**config.mk**
```make
export PLATFORM = sky130hd
export DESIGN_NAME = synchronized_servo_stepper
export DESIGN_NICKNAME = d
export VERILOG_FILES = /design/src/rtl/sss_pkg.sv /design/src/rtl/sss_lane.sv /design/src/rtl/sss_merge.sv /design/src/rtl/synchronized_servo_stepper.sv
export SDC_FILE = /design/constraint.sdc
export NUM_CORES = 2
export LEC_CHECK = 0
export ABC_AREA = 1
export BUFFER_PORTS_ARGS = -buffer_cell sky130_fd_sc_hd__buf_4
export CAP_MARGIN = 40
export CORE_MARGIN = 10
export CORE_UTILIZATION = 60
export DETAILED_ROUTE_END_ITERATION = 8
export PLACE_DENSITY = 0.76
export SLEW_MARGIN = 20
export SYNTH_ARGS = -nofsm -noshare
export SYNTH_HDL_FRONTEND = slang
export SYNTH_SLANG_ARGS = --single-unit
```
**constraint.sdc**
```tcl
create_clock -name clk -period 8.7 [get_ports clk]
set_input_delay 1.305 -clock clk [delete_from_list [all_inputs] [get_ports clk]]
set_output_delay 1.305 -clock clk [all_outputs]
set_load 0.005 [all_outputs]
```
**src/rtl/sss_pkg.sv**
```systemverilog
package sss_pkg;

  localparam int NUM_AXES        = 3;
  localparam int CMD_W           = 17;
  localparam int STEP_W          = 15;
  localparam int THR_W           = 10;
  localparam int CFG_DATA_W      = 15;
  localparam int CFG_INDEX_W     = 2;
  localparam int QBITS           = 15;
  localparam int CNT_W           = 4;
  localparam int ANGLE_WIDTH_DEF = 18;
  localparam int TDATA_W         = 56;
  localparam int PAD_W           = TDATA_W - NUM_AXES * CMD_W;

  localparam logic [STEP_W-1:0] STEP_RESET = STEP_W'(706);
  localparam logic [THR_W-1:0]  THR_RESET  = THR_W'(5);

  typedef enum logic [CFG_INDEX_W-1:0] {
    REG_STEP_LEFT  = 2'd0,
    REG_STEP_RIGHT = 2'd1,
    REG_STEP_BASE  = 2'd2,
    REG_DONE_THR   = 2'd3
  } cfg_reg_t;

  // per-tick sequencing strobes shared by all lanes
  typedef struct packed {
    logic load;
    logic mul;
    logic step;
    logic commit;
  } lane_ctl_t;

endpackage

```
**src/rtl/sss_lane.sv**
```systemverilog
module sss_lane
  import sss_pkg::*;
#(
  parameter int ANGLE_W = ANGLE_WIDTH_DEF,
  parameter int DIST_W  = ((ANGLE_WIDTH_DEF > CMD_W) ? ANGLE_WIDTH_DEF : CMD_W) + 1
) (
  input  logic                    clk,
  input  logic                    rst,
  input  lane_ctl_t               ctl,
  input  logic signed [CMD_W-1:0] cmd_in,
  input  logic [STEP_W-1:0]       full,
  input  logic [THR_W-1:0]        thresh,
  input  logic [DIST_W-1:0]       dmax,
  output logic [DIST_W-1:0]       span,
  output logic                    near,
  output logic [CMD_W-1:0]        pos
);

  localparam int PROD_W = STEP_W + DIST_W;

  logic signed [CMD_W-1:0]   cmd_r;
  logic signed [ANGLE_W-1:0] angle;
  logic signed [DIST_W-1:0]  cmd_x;
  logic signed [DIST_W-1:0]  ang_x;
  logic signed [DIST_W-1:0]  diff;
  logic signed [DIST_W-1:0]  lim_x;
  logic signed [DIST_W-1:0]  move_val;
  logic [PROD_W-1:0]         prod;
  logic [PROD_W-1:0]         rem;
  logic [PROD_W-1:0]         dvsr;
  logic [STEP_W-1:0]         q;

  assign cmd_x = {{(DIST_W-CMD_W){cmd_r[CMD_W-1]}}, cmd_r};
  assign ang_x = {{(DIST_W-ANGLE_W){angle[ANGLE_W-1]}}, angle};
  assign diff  = cmd_x - ang_x;
  assign span  = diff[DIST_W-1] ? $unsigned(-diff) : $unsigned(diff);
  assign near  = span < DIST_W'(thresh);
  assign pos   = ang_x[CMD_W-1:0];

  assign prod  = PROD_W'(full) * PROD_W'(span);
  assign lim_x = {{(DIST_W-STEP_W){1'b0}}, q};

  // a zero distance lands on the command whatever the limit, so dmax of zero needs no case
  always_comb begin
    if (diff > lim_x) begin
      move_val = ang_x + lim_x;
    end else if (diff < -lim_x) begin
      move_val = ang_x - lim_x;
    end else begin
      move_val = cmd_x;
    end
  end

  always_ff @(posedge clk) begin
    if (rst) begin
      angle <= '0;
    end else if (ctl.commit) begin
      angle <= move_val[ANGLE_W-1:0];
    end
  end

  // restoring division, one quotient bit a cycle, quotient never exceeds full while dmax is nonzero
  always_ff @(posedge clk) begin
    if (ctl.load) begin
      cmd_r <= cmd_in;
    end
    if (ctl.mul) begin
      rem  <= prod;
      dvsr <= PROD_W'(dmax) << (QBITS - 1);
      q    <= '0;
    end else if (ctl.step) begin
      if (rem >= dvsr) begin
        rem <= rem - dvsr;
        q   <= {q[STEP_W-2:0], 1'b1};
      end else begin
        q   <= {q[STEP_W-2:0], 1'b0};
      end
      dvsr <= dvsr >> 1;
    end
  end

endmodule

```
**src/rtl/sss_merge.sv**
```systemverilog
module sss_merge
  import sss_pkg::*;
#(
  parameter int DIST_W = ((ANGLE_WIDTH_DEF > CMD_W) ? ANGLE_WIDTH_DEF : CMD_W) + 1
) (
  input  logic              clk,
  input  logic              capture,
  input  logic [DIST_W-1:0] span [NUM_AXES],
  input  logic [NUM_AXES-1:0] near,
  output logic [DIST_W-1:0] dmax,
  output logic              all_near
);

  logic [DIST_W-1:0] max_c;

  always_comb begin
    max_c = span[0];
    for (int i = 1; i < NUM_AXES; i++) begin
      if (span[i] > max_c) begin
        max_c = span[i];
      end
    end
  end

  assign all_near = &near;

  always_ff @(posedge clk) begin
    if (capture) begin
      dmax <= max_c;
    end
  end

endmodule

```
**src/rtl/synchronized_servo_stepper.sv**
```systemverilog
// channel   direction  handshake            payload
// s_*       in         s_tvalid / s_tready  tdata: cmd_left, cmd_right, cmd_base; tuser: reachable
// m_*       out        m_tvalid / m_tready  tdata: pos_left, pos_right, pos_base; tuser: arrived
// cfg_*     in         cfg_we               cfg_index selects register, cfg_data value
//
// an accepted item passes through these steps in order before its result is loaded:
// distance max, multiply, then the 15-step radix-2 divider in each lane, one quotient
// bit a cycle, commit and output load
// the next item is accepted the cycle after the result is loaded; a stalled output
// holds the following item in its output load cycle until the register frees up
// reset is synchronous: angles go to zero, step registers to 706, threshold to 5
module synchronized_servo_stepper
  import sss_pkg::*;
#(
  parameter int ANGLE_WIDTH = ANGLE_WIDTH_DEF
) (
  input  logic                   clk,
  input  logic                   rst,
  input  logic                   s_tvalid,
  output logic                   s_tready,
  input  logic [TDATA_W-1:0]     s_tdata,   // cmd_left, cmd_right, cmd_base, zero pad
  input  logic                   s_tuser,   // reachable
  output logic                   m_tvalid,
  input  logic                   m_tready,
  output logic [TDATA_W-1:0]     m_tdata,   // pos_left, pos_right, pos_base, zero pad
  output logic                   m_tuser,   // arrived
  input  logic                   cfg_we,
  input  logic [CFG_INDEX_W-1:0] cfg_index,
  input  logic [CFG_DATA_W-1:0]  cfg_data
);

  localparam int DIST_W = ((ANGLE_WIDTH > CMD_W) ? ANGLE_WIDTH : CMD_W) + 1;

  typedef enum logic [2:0] {S_IDLE, S_MAX, S_MUL, S_DIV, S_FIN, S_OUT} state_t;

  state_t              state;
  logic [CNT_W-1:0]    div_cnt;
  logic                reach_r;
  logic [STEP_W-1:0]   max_step [NUM_AXES];
  logic [THR_W-1:0]    done_threshold;
  lane_ctl_t           ctl;
  logic [DIST_W-1:0]   span [NUM_AXES];
  logic [NUM_AXES-1:0] near;
  logic [CMD_W-1:0]    pos [NUM_AXES];
  logic [DIST_W-1:0]   dmax;
  logic                all_near;
  logic                out_free;
  logic                s_fire;

  assign s_tready = (state == S_IDLE) && !rst;
  assign s_fire   = s_tvalid && s_tready;
  assign out_free = !m_tvalid || m_tready;

  assign ctl.load   = s_fire;
  assign ctl.mul    = (state == S_MUL);
  assign ctl.step   = (state == S_DIV);
  assign ctl.commit = (state == S_FIN) && reach_r;

  always_ff @(posedge clk) begin
    if (rst) begin
      max_step[0]    <= STEP_RESET;
      max_step[1]    <= STEP_RESET;
      max_step[2]    <= STEP_RESET;
      done_threshold <= THR_RESET;
    end else if (cfg_we) begin
      unique case (cfg_reg_t'(cfg_index))
        REG_STEP_LEFT:  max_step[0]    <= cfg_data[STEP_W-1:0];
        REG_STEP_RIGHT: max_step[1]    <= cfg_data[STEP_W-1:0];
        REG_STEP_BASE:  max_step[2]    <= cfg_data[STEP_W-1:0];
        REG_DONE_THR:   done_threshold <= cfg_data[THR_W-1:0];
      endcase
    end
  end

  for (genvar i = 0; i < NUM_AXES; i++) begin : g_lane
    sss_lane #(
      .ANGLE_W(ANGLE_WIDTH),
      .DIST_W (DIST_W)
    ) u_lane (
      .clk   (clk),
      .rst   (rst),
      .ctl   (ctl),
      .cmd_in(s_tdata[i*CMD_W +: CMD_W]),
      .full  (max_step[i]),
      .thresh(done_threshold),
      .dmax  (dmax),
      .span  (span[i]),
      .near  (near[i]),
      .pos   (pos[i])
    );
  end

  sss_merge #(
    .DIST_W(DIST_W)
  ) u_merge (
    .clk     (clk),
    .capture (state == S_MAX),
    .span    (span),
    .near    (near),
    .dmax    (dmax),
    .all_near(all_near)
  );

  always_ff @(posedge clk) begin
    if (rst) begin
      state    <= S_IDLE;
      div_cnt  <= '0;
      m_tvalid <= 1'b0;
    end else begin
      if (m_tvalid && m_tready && state != S_OUT) begin
        m_tvalid <= 1'b0;
      end
      unique case (state)
        S_IDLE: begin
          if (s_fire) begin
            reach_r <= s_tuser;
            state   <= S_MAX;
          end
        end
        S_MAX: state <= S_MUL;
        S_MUL: begin
          div_cnt <= '0;
          state   <= S_DIV;
        end
        S_DIV: begin
          div_cnt <= div_cnt + CNT_W'(1);
          if (div_cnt == CNT_W'(QBITS - 1)) begin
            state <= S_FIN;
          end
        end
        S_FIN: state <= S_OUT;
        S_OUT: begin
          // near flags now compare the committed angles with the commands
          if (out_free) begin
            m_tdata  <= {{PAD_W{1'b0}}, pos[2], pos[1], pos[0]};
            m_tuser  <= reach_r && all_near;
            m_tvalid <= 1'b1;
            state    <= S_IDLE;
          end
        end
        default: state <= S_IDLE;
      endcase
    end
  end

  a_unreach_not_arrived: assert property (@(posedge clk) disable iff (rst)
    (state == S_OUT && out_free && !reach_r) |=> !m_tuser)
    else $error("arrived raised on an unreachable item");

  a_unreach_frozen: assert property (@(posedge clk) disable iff (rst)
    (state == S_FIN && !reach_r) |=>
      ($stable(pos[0]) && $stable(pos[1]) && $stable(pos[2])))
    else $error("angles moved on an unreachable item");

  a_div_bound: assert property (@(posedge clk) disable iff (rst)
    (state == S_DIV) |-> (div_cnt < CNT_W'(QBITS)))
    else $error("divider step count overran");

  a_one_in_flight: assert property (@(posedge clk) disable iff (rst)
    s_fire |=> (!s_tready && !ctl.commit))
    else $error("second item taken while one is at work");

endmodule
```
# Word-level counts from Yosys, hierarchy flattened
# Memory sizes are Yosys's and may differ from the RTL's.
# Cells that the tools add are included.
[word_totals] regBits=441 ram_bits=45 input_bits=79 output_inout_bits=59 elab_cells=157 n_memories=1
[memory_table] memory="max_step" depth=3 word_bits=15 read_ports=3 rd_clocked_by_memory_dff=0 wr=3 line_no="synchronized_servo_stepper.sv:39" source="logic [STEP_W-1:0] max_step [NUM_AXES];"
[classes] addsub=19 mul=3 magnitude_cmp=14 n_eq_ne=13 n_mux=54 bitwise=4 n_reduce_logical=23
[op_table] cell="$mux W34" n=9
[op_table] cell="$mux W33" n=6
[op_table] cell="$mux W18" n=6
[op_table] cell="$ge A34 B33 Y1" n=3
[op_table] cell="$mul A15 B19 Y34" n=3
[op_table] cell="$sub A34 B33 Y34" n=3
[op_table] cell="$mux W19" n=5
[op_table] cell="$gt A19 B16 Y1" n=3
[op_table] cell="$lt A19 B10 Y1" n=3
[op_table] cell="$lt A19 B19 Y1" n=3
[op_table] cell="$neg A15 Y19" n=3
[op_table] cell="$neg A19 Y19" n=3
[op_table] cell="$sub A17 B18 Y19" n=3
[op_table] cell="$add A18 B16 Y18" n=3
[op_table] cell="$sub A18 B16 Y18" n=3
[op_table] cell="$mux W15" n=3
[op_table] cell="$gt A19 B19 Y1" n=2
[op_table] cell="$mux W1" n=20
[op_table] cell="$pmux W3 S6" n=1
[op_table] cell="$reduce_and A3 Y1" n=4
[op_table] cell="$mux W3" n=3
[op_table] cell="$pmux W4 S2" n=1
[op_table] cell="$reduce_and A2 Y1" n=4
[op_table] cell="$reduce_bool A2 Y1" n=4
[op_table] cell="other kinds (17)" n=29

# Longest topological paths before layout
[depth] depth_word=7 ltp_mapped=47 ltp_nobuf=46

# Hierarchy
# Synthesis repeated with hierarchy kept, for this count alone.
[unflattened] hier_cells=9018 area_unflattened_um2=67786.3
[by_module_without_submodules] module="sss_lane at g_lane[1].u_lane" instances=1 cells_per_inst=2876 area_each_um2=20664.8 seq_area_each_um2=3042.9
[by_module_without_submodules] module="sss_lane at g_lane[2].u_lane" instances=1 cells_per_inst=2796 area_each_um2=20452.1 seq_area_each_um2=3042.9
[by_module_without_submodules] module="sss_lane at g_lane[0].u_lane" instances=1 cells_per_inst=2788 area_each_um2=20394.6 seq_area_each_um2=3042.9
[by_module_without_submodules] module="synchronized_servo_stepper" instances=1 cells_per_inst=246 area_each_um2=3965.1 seq_area_each_um2=3303.2
[by_module_without_submodules] module="sss_merge" instances=1 cells_per_inst=312 area_each_um2=2309.7 seq_area_each_um2=570.5

# Worst setup path after synthesis
# No wires, ideal clock.
[synth_timing] path_type="register -> register" startpoint="reg g_lane[2].u_lane.cmd_r[0]" endpoint="reg g_lane[2].u_lane.rem[31], data pin" setup_ns=0.258 arrival_ns=7.514 required_time_ns=8.442 slack_ns=0.928 path_stages_with_launch=40 n_path_buf=1 period_less_slack_ns=7.772 cell_sequence="edfxtp_1 -> inv_1 -> ha_1 -> fa_1 -> ha_1 -> a21boi_0 -> nand3_1 -> nor2_1 -> nand3_1 -> nor2_4 -> nand3_1 -> nor2_1 -> nand2_1 -> nand3_1 -> nand2_2 -> inv_1 -> nor2_1 -> fa_1 -> (+4 left out) -> fa_1 -> fa_1 -> inv_1 -> fa_1 -> inv_1 -> ha_1 -> clkbuf_1 -> nand2_1 -> nor4_1 -> nand3_1 -> nand3_1 -> nand2_1 -> o211ai_1 -> nand3_1 -> nand3_1 -> a21oi_1 -> o21ai_0 -> nand2_1"
[synth_via] elab_chain_cells=5
[synth_rtl] element="from (decl)" line_no="sss_lane.sv:21" source="logic signed [CMD_W-1:0] cmd_r;"
[synth_rtl] element="from (signal assigned)" line_no="sss_lane.sv:65" source="cmd_r <= cmd_in;"
[synth_rtl] element="$sub A17 B18 Y19 (*)" line_no="sss_lane.sv:35" source="assign diff = cmd_x - ang_x;"
[synth_rtl] element="$neg A19 Y19" line_no="sss_lane.sv:36" source="assign span = diff[DIST_W-1] ? $unsigned(-diff) : $unsigned(diff);"
[synth_rtl] element="$mux W19 (*)" line_no="sss_lane.sv:36"
[synth_rtl] element="$mul A15 B19 Y34 (*)" line_no="sss_lane.sv:40" source="assign prod = PROD_W'(full) * PROD_W'(span);"
[synth_rtl] element="$mux W34 (*)" line_no="sss_lane.sv:67" source="if (ctl.mul) begin"
[synth_rtl] element="to (signal assigned)" line_no="sss_lane.sv:68" source="rem <= prod;"
[synth_rtl] element="to (signal assigned)" line_no="sss_lane.sv:73" source="rem <= rem - dvsr;"
[synth_rtl] element="to (decl)" line_no="sss_lane.sv:29" source="logic [PROD_W-1:0] rem;"
# Mark *: on every way between the ends. The rest lies on a longest branch, timed or not.
# A chain may end at the register's enable or synchronous reset.

# Final worst setup path
# Ends and elaborated chain as after synthesis.

==> results.toml <==
[critical_path]
reg2reg_to = "g_lane[2].u_lane.rem[31]$_DFFE_PP_"
cpMostUsedCell = "fa_1"
crit_fanout = 7
r2r_start = "g_lane[2].u_lane.cmd_r[0]$_DFFE_PP_"
cp-end-kind = "flop"
start_kind = "flop"
regToRegSetupSlack_ps = 350
critPathRequiredTime_ps = 9110
path_class = "flop to flop"
arrival_ps = 8760
max_stage_delay_ps = 560
r2r_cells = 41
critPathSlowestCell = "fa_1"

[synthesis]
synth_flop_cell = "edfxtp_1"
async_reset_ff_share_pct = 0
yosysSeqAreaShare_pct = 18.3
syn_inst = 8140
netlist_area_mm2 = 0.0619
synth_edf_count = 289
synth_area_per_cell_um2 = 7.60
synth-seq-cells = 420
ys_warn_count = 0
yosysUniqueCellTypes = 64

[detailed_routing]
drc = 0
dr.pass1.iters = 7
antenna_left = 0
top_layer = "met5"
via_per_inst = 5.83
wl_met1_um = 78300
drt-wirelength-per-cell_um = 20.6
drtIter0Drc = 5020
drt_wl_total_um = 201000
met2_length_um = 89600
dr_wl_met3_um = 20000
vias = 56800

[cells_and_area]
multi_input_area_mm2 = 0.0446
ff_latch_area_mm2 = 0.0113
num-fill-cells = 8834
layout_commonest_cell = "nand2_1"
area_growth_pct = 9.27
final_cells = 9746
final_cell_mix = "1738 x nand2_1, 1457 x inv_1, 809 x nor2_1, 693 x ha_1, 664 x fa_1"
final_nets = 9789
drive_gt1_share_pct = 7.64

[worst_hold_path]
min_to = "g_lane[0].u_lane.angle[17]$_SDFFE_PP0P_"
holdPathStages = 2
hold_start = "g_lane[0].u_lane.angle[17]$_SDFFE_PP0P_"
hold_path.class = "flop to flop"

[floorplan]
die_w_um = 341
start_util_pct = 60.6
ios = 138
core_mm2 = 0.102
row_count = 117
die_h_um = 341
dieArea_mm2 = 0.116

[timing]
drv_slew = 0
period_needed_ps = 8350
finClkSkew_ps = 33.5
fin_tns_setup_ps = 0
rsz0062_at_grt = "true"
max_slew_margin_pct = 35.3
clock.fmax_ghz = 0.120
setup-violations-final = 0
hold_violations = 0
worstMarginPinSlew_ps = 966
finalCritPeriodShare_pct = 95.9

[placement]
post-place-cells = 9621
gp_congestion = 1.05
place_hpwl_um = 161000
io_buffers = 127

[global_route]
grt_pass1_vias = 56600
grtUsageTotal_pct = 34.1
grt_overflow = 0
antenna_found_initial = 8
grt_max_degree = 155
grt_first_pass_wirelength_um = 312000

[cts]
clk_pin_slew_ps = 60
cts_buffers = 52
cts_tree = "yes"
clock_latency_ps = 670
clockBufferDepth = 3
root_buffer = "clkbuf_16"
cts_sinks = 420
htree_levels = 2
cts_hold_buf = 0

[outcome]
status = "finished clean"

[flow_run]
maxCapViolCount = 0
how the worst max path moves through the flow:
stage / cells past startpoint / endpoint / slack (ps) / start
after floorplan: 39 / g_lane[2].u_lane.rem[31]$_DFFE_PP_ / 930 / g_lane[2].u_lane.cmd_r[0]$_DFFE_PP_
after global placement: 38 / g_lane[2].u_lane.rem[31]$_DFFE_PP_ / 140 / g_lane[2].u_lane.cmd_r[0]$_DFFE_PP_
after detailed placement: 38 / g_lane[2].u_lane.rem[31]$_DFFE_PP_ / -40 / g_lane[2].u_lane.cmd_r[0]$_DFFE_PP_
after CTS: 38 / g_lane[2].u_lane.rem[31]$_DFFE_PP_ / 20 / g_lane[2].u_lane.cmd_r[0]$_DFFE_PP_
after global routing: 41 / g_lane[2].u_lane.rem[31]$_DFFE_PP_ / -90 / g_lane[2].u_lane.cmd_r[0]$_DFFE_PP_
final: 41 / g_lane[2].u_lane.rem[31]$_DFFE_PP_ / 350 / g_lane[2].u_lane.cmd_r[0]$_DFFE_PP_
metrics by stage:
stage / hold WS (ps) / utilization (%) / setup WS, ps / instance area, µm²
after floorplan: 406 / - / 928 / 61900
after detailed placement: 457 / 63.8 / -37.9 / 65100
final: 469 / 66.3 / 353 / 67600
after CTS: 464 / 65.5 / 24.6 / 66800
after global placement: 443 / 63.8 / 144 / 65100
after global routing: 489 / 66.2 / -92.1 / 67600
area by class of cell:
type / count / share of cell area [%]
multi-input combinational: 6011 / 65.9
sequential: 420 / 16.7
inverter: 1517 / 8.50
timing repair buffer: 330 / 3.85
tap: 1368 / 2.53
clock buffer: 69 / 2.08
clock inverter: 28 / 0.392
antenna: 3 / 0.0111
Yosys cell counts, types with 15 or more instances:
cell type	count	area share (%)
nand2_1	1756	11
inv_1	1468	8.9
nor2_1	834	5.1
ha_1	709	14
fa_1	669	22
a21oi_1	509	4.1
o21ai_0	406	3.3
edfxtp_1	289	14
nand3_1	284	2.3
xor2_1	159	2.3
clkbuf_1	155	0.94
dfxtp_1	131	4.2
nand4_1	72	0.73
o211ai_1	71	0.86
nor3_1	69	0.56
o22ai_1	65	0.66
a31oi_1	56	0.57
o21ai_1	38	0.31
xnor2_1	33	0.47
nand2_2	32	0.32
inv_2	26	0.16
or2_2	26	0.26
a21o_1	23	0.28
a21boi_0	22	0.27
nor4_1	22	0.22
clkinv_1	21	0.13
nand3b_1	21	0.25
o21a_1	21	0.25
buf_2	19	0.15
o21bai_1	19	0.23
buf_4	15	0.18
routing by layer:
layer,vias to the layer above,global-route usage [%]
li1,26400,-
met3,654,7.65
met4,10,18.8
met1,27100,42.5
met5,-,0
met2,2609,54.5
cells by family (layout without fill, tap and decap cells):
logic type | after synthesis | after routing | synth area share, %
simple gates | 3148 | 3148 | 20.8
other cells | 1 | 8 | 0.00606
flops | 420 | 420 | 18.3
xor+xnor | 195 | 195 | 2.80
compound gates | 1285 | 1285 | 11.6
buf+inv | 1713 | 1944 | 10.6
fa+ha+maj | 1378 | 1378 | 36.0
critical path, delay by kind of cell (launching register included):
kind | cells | cell delay (ps)
AO/OA/AOI/OAI | 6 | 780
flip-flops | 1 | 340
adder cells (fa/ha/maj) | 10 | 4070
AND/OR/NAND/NOR | 17 | 1920
buffers and inverters | 8 | 980
repair_timing:
item	4_1_cts	5_1_grt
pin swaps	0	20
gates resized for setup	1	160
hold endpoints to repair	0	0
gates cloned	0	0
endpoints found under the setup margin	1	57
buffers inserted	0	20
registers in the layout, summed over array words and instances (netlist names):
name / cells
reach_r: 1
div_cnt: 4
m_tuser: 1
g_lane.u_lane.q: 45
m_tvalid: 1
max_step: 45
g_lane.u_lane.angle: 54
g_lane.u_lane.cmd_r: 51
state: 3
m_tdata: 51
u_merge.dmax: 19
g_lane.u_lane.dvsr: 33
g_lane.u_lane.rem: 102
done_threshold: 10
Power is not shown: default switching activity piles up to over one toggle a cycle in this logic, so the estimate is an artifact.
